## src/rtl/nmh_pkg.sv

```systemverilog
// Shared types and constants for the Sobel normal-map block.
package nmh_pkg;

    // Configuration register indexes
    localparam logic [1:0] CFG_IMG_WIDTH     = 2'd0;
    localparam logic [1:0] CFG_IMG_HEIGHT    = 2'd1;
    localparam logic [1:0] CFG_BUMP_STRENGTH = 2'd2;

    localparam int CFG_AW = 2;
    localparam int CFG_DW = 13;

    localparam logic [12:0] HEIGHT_MAX = 13'd4096;

    // 255 * 256: unit length of the z component
    localparam logic signed [23:0] KSCALE   = 24'sd65280;
    localparam logic [45:0]        KSQ      = 46'd4261478400;
    localparam logic signed [41:0] KOFS     = 42'sd4278190080;
    localparam logic [22:0]        DIV_INIT = 23'd32640;
    localparam logic [31:0]        DIV_NUM  = 32'd4278190080;

    localparam int JOB_DEPTH = 4;

    typedef struct packed {
        logic [7:0] height_sample;
        logic       frame_start;
    } t_pix_in;

    typedef struct packed {
        logic [7:0]  normal_x;
        logic [7:0]  normal_y;
        logic [7:0]  normal_z;
        logic [11:0] out_col;
        logic [11:0] out_row;
        logic        last_of_run;
    } t_nrm_out;

    // One output pixel waiting for the normal computation
    typedef struct packed {
        logic signed [10:0] dx;
        logic signed [10:0] dy;
        logic [11:0]        col;
        logic [11:0]        row;
        logic               last;
    } t_job;

endpackage

```

## src/rtl/nmh_fifo.sv

```systemverilog
// Short job queue between the front end and the normal computation.
module nmh_fifo (
    input  logic          i_clk,
    input  logic          i_rst_n,
    input  logic          i_push,
    input  nmh_pkg::t_job i_data,
    output logic          o_full,
    input  logic          i_pop,
    output nmh_pkg::t_job o_data,
    output logic          o_empty
);
    import nmh_pkg::*;

    localparam int PW = $clog2(JOB_DEPTH);

    t_job r_mem [JOB_DEPTH];
    logic [PW-1:0] r_wr;
    logic [PW-1:0] r_rd;
    logic [PW:0]   r_count;

    assign o_full  = (r_count == (PW+1)'(JOB_DEPTH));
    assign o_empty = (r_count == '0);
    assign o_data  = r_mem[r_rd];

    always_ff @(posedge i_clk) begin
        if (i_push) begin
            r_mem[r_wr] <= i_data;
        end
    end

    always_ff @(posedge i_clk) begin
        if (!i_rst_n) begin
            r_wr    <= '0;
            r_rd    <= '0;
            r_count <= '0;
        end else begin
            if (i_push) begin
                r_wr <= r_wr + PW'(1);
            end
            if (i_pop) begin
                r_rd <= r_rd + PW'(1);
            end
            case ({i_push, i_pop})
                2'b10:   r_count <= r_count + (PW+1)'(1);
                2'b01:   r_count <= r_count - (PW+1)'(1);
                default: r_count <= r_count;
            endcase
        end
    end

    a_no_overflow: assert property (@(posedge i_clk) disable iff (!i_rst_n)
        i_push |-> !o_full) else $error("job pushed into full queue");
    a_no_underflow: assert property (@(posedge i_clk) disable iff (!i_rst_n)
        i_pop |-> !o_empty) else $error("job popped from empty queue");
    a_count_range: assert property (@(posedge i_clk) disable iff (!i_rst_n)
        r_count <= (PW+1)'(JOB_DEPTH)) else $error("queue count out of range");
    a_first_through: assert property (@(posedge i_clk) disable iff (!i_rst_n)
        (o_empty && i_push) |=> (o_data == $past(i_data)))
        else $error("job into empty queue not at head");

endmodule

```

## config.mk

```make
export PLATFORM = sky130hd
export DESIGN_NAME = nmh_fifo
export DESIGN_NICKNAME = d
export VERILOG_FILES = /design/src/rtl/nmh_pkg.sv /design/src/rtl/nmh_fifo.sv
export SDC_FILE = /design/constraint.sdc
export NUM_CORES = 1
export LEC_CHECK = 0
export ABC_CLOCK_PERIOD_IN_PS = 3300
export BUFFER_PORTS_ARGS = -buffer_cell sky130_fd_sc_hd__buf_4
export CAP_MARGIN = 20
export CORE_MARGIN = 2
export CORE_UTILIZATION = 45
export CTS_BUF_LIST = sky130_fd_sc_hd__clkbuf_2
export CTS_CLUSTER_SIZE = 28
export DETAILED_ROUTE_END_ITERATION = 8
export GPL_TIMING_DRIVEN = 0
export PLACE_DENSITY = 0.75
export SETUP_SLACK_MARGIN = 0.1
export SLEW_MARGIN = 5
export SYNTH_ARGS = -nofsm -noshare
export SYNTH_HDL_FRONTEND = slang
export SYNTH_SLANG_ARGS = --single-unit
```

## constraint.sdc

```tcl
create_clock -name i_clk -period 3.3 [get_ports i_clk]
set_clock_uncertainty 0.2 [all_clocks]
set_input_delay 0.495 -clock i_clk [delete_from_list [all_inputs] [get_ports i_clk]]
set_output_delay 0.495 -clock i_clk [all_outputs]
set_load 0.1 [all_outputs]
```

==> reports/qor.txt <==
root buf cell -> clkbuf_2
maximum vdd drop -> 0.292 mV
power per cell area -> 580 nW/µm²
post-DP HPWL -> 7.36 mm
worst hold slack -> 274 ps
# rows -> 46
core box area -> 15800 µm²
FF+latch count, synth -> 197
Die W -> 131 µm
Clock Path Buffers -> 2
ANT cells -> 0
Setup TNS Final -> 0 ps
I/O pin cnt -> 100
Clock Latency Late Sink -> 740 ps
startpoint types -> flop
Routed Wire Length -> 12.6 mm
measured slew at the worst slew-check pin -> 732 ps
Synth Area in Compound Gates -> 0.241%
hold path startpoint -> i_data[40]
post-synthesis sequential area ratio -> 80.3%
min-delay worst type -> in -> reg
Simple-Gate Fraction of Synth Area -> 1.29%
final hold vios -> 0
syn avg cell area -> 24.9 µm²
Max Slew Vio Count -> 0
synth unique cells -> 22
wire per inst -> 18.2 µm
Final Non-Filler Cells -> 691
Clk pin slew, worst setup/hold paths -> 260 ps
initial core utilization -> 45.8%
Crit Path Class -> reg -> out
leakage -> 3.09 nW
GP Congestion -> 0.654
CP Capture Type -> output pin
Num CTS Buffers -> 17
Total GRT Usage -> 15.6%
htree depth -> 4
Initial DRT Pass Iterations -> 4
Net Count, Synth -> 348
global route overflow -> 0
commonest non-fill, non-tap cells in the layout -> edfxtp_1 (188), buf_4 (100), dlygate4sd3_1 (51), mux4_2 (47), clkbuf_2 (18)
placed cell count -> 608
largest net degree at the start of global routing -> 48
post-synthesis cell count -> 291
# setup viols final -> 0
Critical Path RT -> 2600 ps
Die Area -> 17200 µm²
ANT nets after route -> 0
Chip Height -> 131 µm
Fmax achieved -> 329 MHz
fin crit share -> 92.1%
initial antenna violation count -> 0
Post-CTS Setup Inserts -> 0
Port Buffer Count -> 99
number of remaining DRC errors -> 0
Critical Path, Cell by Cell -> buf_2, buf_2, mux4_2, buf_4
area delta synth->final -> 24.5%
outcome -> complete, no violations
CP peak stage delay -> 380 ps
CTS tree -> yes
layout cells sized above 1 -> 40.0%
number of clock sinks -> 197
Adder-Cell Fraction of Synth Area -> 1.14%
vias in the first global route -> 3702
Slew Limit Headroom -> 51.2%
post-synthesis xor/xnor area fraction -> 0.603%
via count -> 3426
crit-path max FO -> 10
RSZ-0062 raised after global routing -> yes
Via density -> 4.96
Critical R2R Launch -> r_wr[0]
worst endpoint data arrival time -> 2350 ps
first-pass GRT wire length -> 19.3 mm
most used cell, CP -> buf_2
synth warn -> 0
most common cell after layout, fill and taps aside -> edfxtp_1
synthesized cell area -> 7260 µm²
master of the slowest instance on the critical path -> dfxtp_1
post-synthesis mux area share -> 14.7%
Max Cap Viol -> 0
initial drt markers -> 139
min Tclk post-route -> 3040 ps
main combinational cell family by area after synthesis -> multiplexers
Final #Nets -> 519
-- per-stage QoR --
stage               util (%)  total power, mW  worst slack [ps]  area, µm²
floorplan                  -             3.93               224       7260
global placement        52.3             4.21              25.7       8270
detailed placement      52.6             4.23              1020       8320
CTS                     57.1             5.30               139       9030
global route            57.1             5.46              69.5       9030
finish                  57.1             5.24               260       9030
-- final cells by class --
| class | instances | area [µm²] |
|---|---|---|
| Inverter | 6 | 22.5 |
| Timing Repair Buffer | 152 | 1290 |
| Clock inverter | 14 | 111 |
| Multi-Input combinational cell | 78 | 1310 |
| Fill cell | 1189 | 6800 |
| Tap cell | 216 | 270 |
| Buffer | 10 | 105 |
| Clock buffer | 18 | 90.1 |
| Sequential cell | 197 | 5830 |
-- worst max-delay path: cells and delay by family (launching register included) --
kind / cells / cell delay (ps)
buf+inv: 3 / 880
flops: 1 / 380
mux: 1 / 360
-- what timing repair did --
| item | 4_1_cts | 5_1_grt |
|---|---|---|
| hold buffers | 51 | 0 |
| resized for setup | 0 | 1 |
| endpoints found under the setup margin | 0 | 27 |
| hold endpoints to repair | 197 | 0 |
-- Yosys cell counts --
master    instances  area [µm²]
edfxtp_1        188        5650
mux4_2           47        1060
and2_1           10        62.6
dfxtp_1           9         180
inv_1             6        22.5
ha_1              5        62.6
buf_2             4        20.0
buf_12            3        60.1
xor2_1            3        26.3
nand2_1           2        7.51
o21ai_0           2        10.0
xnor2_1           2        17.5
a21boi_0          1        7.51
and3_1            1        6.26
buf_4             1        7.51
buf_6             1        11.3
clkbuf_1          1        3.75
fa_1              1        20.0
mux2i_1           1        10.0
nor2b_1           1        6.26
nor3_1            1        5.00
or3_1             1        6.26
-- metal layers --
| metal | global-route usage, % | wire, µm | vias to the layer above | share of wire, % |
|---|---|---|---|---|
| met2 | 26.7 | 6530 | 72 | 52 |
| met5 | 0 | 0 | - | 0 |
| li1 | - | - | 1562 | - |
| met3 | 4.19 | 460 | 15 | 3.7 |
| met1 | 19.0 | 5420 | 1777 | 43 |
| met4 | 5.88 | 197 | 0 | 1.6 |
-- kinds of logic after synthesis --
family,Yosys count
AO/OA/AOI/OAI,3
XOR/XNOR,5
adder cells (fa/ha/maj),6
buffers and inverters,16
flip-flops,197
multiplexers,48
AND/OR/NAND/NOR,16
-- power breakdown --
group	total [mW]	internal [mW]	switching, mW
sequential	2.89	2.87	0.0296
clock	1.03	0.271	0.763
combinational	1.31	0.371	0.941
total	5.24	3.51	1.73
-- path summary, 6_finish.rpt --
check	to	slack [ps]	cells after the start
hold / removal	r_mem[3][40]	270	2
setup / recovery	o_data[17]	260	4
hold reg to reg	r_count[2]	360	2
setup reg to reg	r_mem[3][2]	1340	3
-- registers in the layout, indices dropped and copies added (netlist names), named ones only --
| signal | cells |
|---|---|
| r_wr | 2 |
| r_mem | 188 |
| r_rd | 2 |
| r_count | 3 |
(Power assumes the default switching activity.)
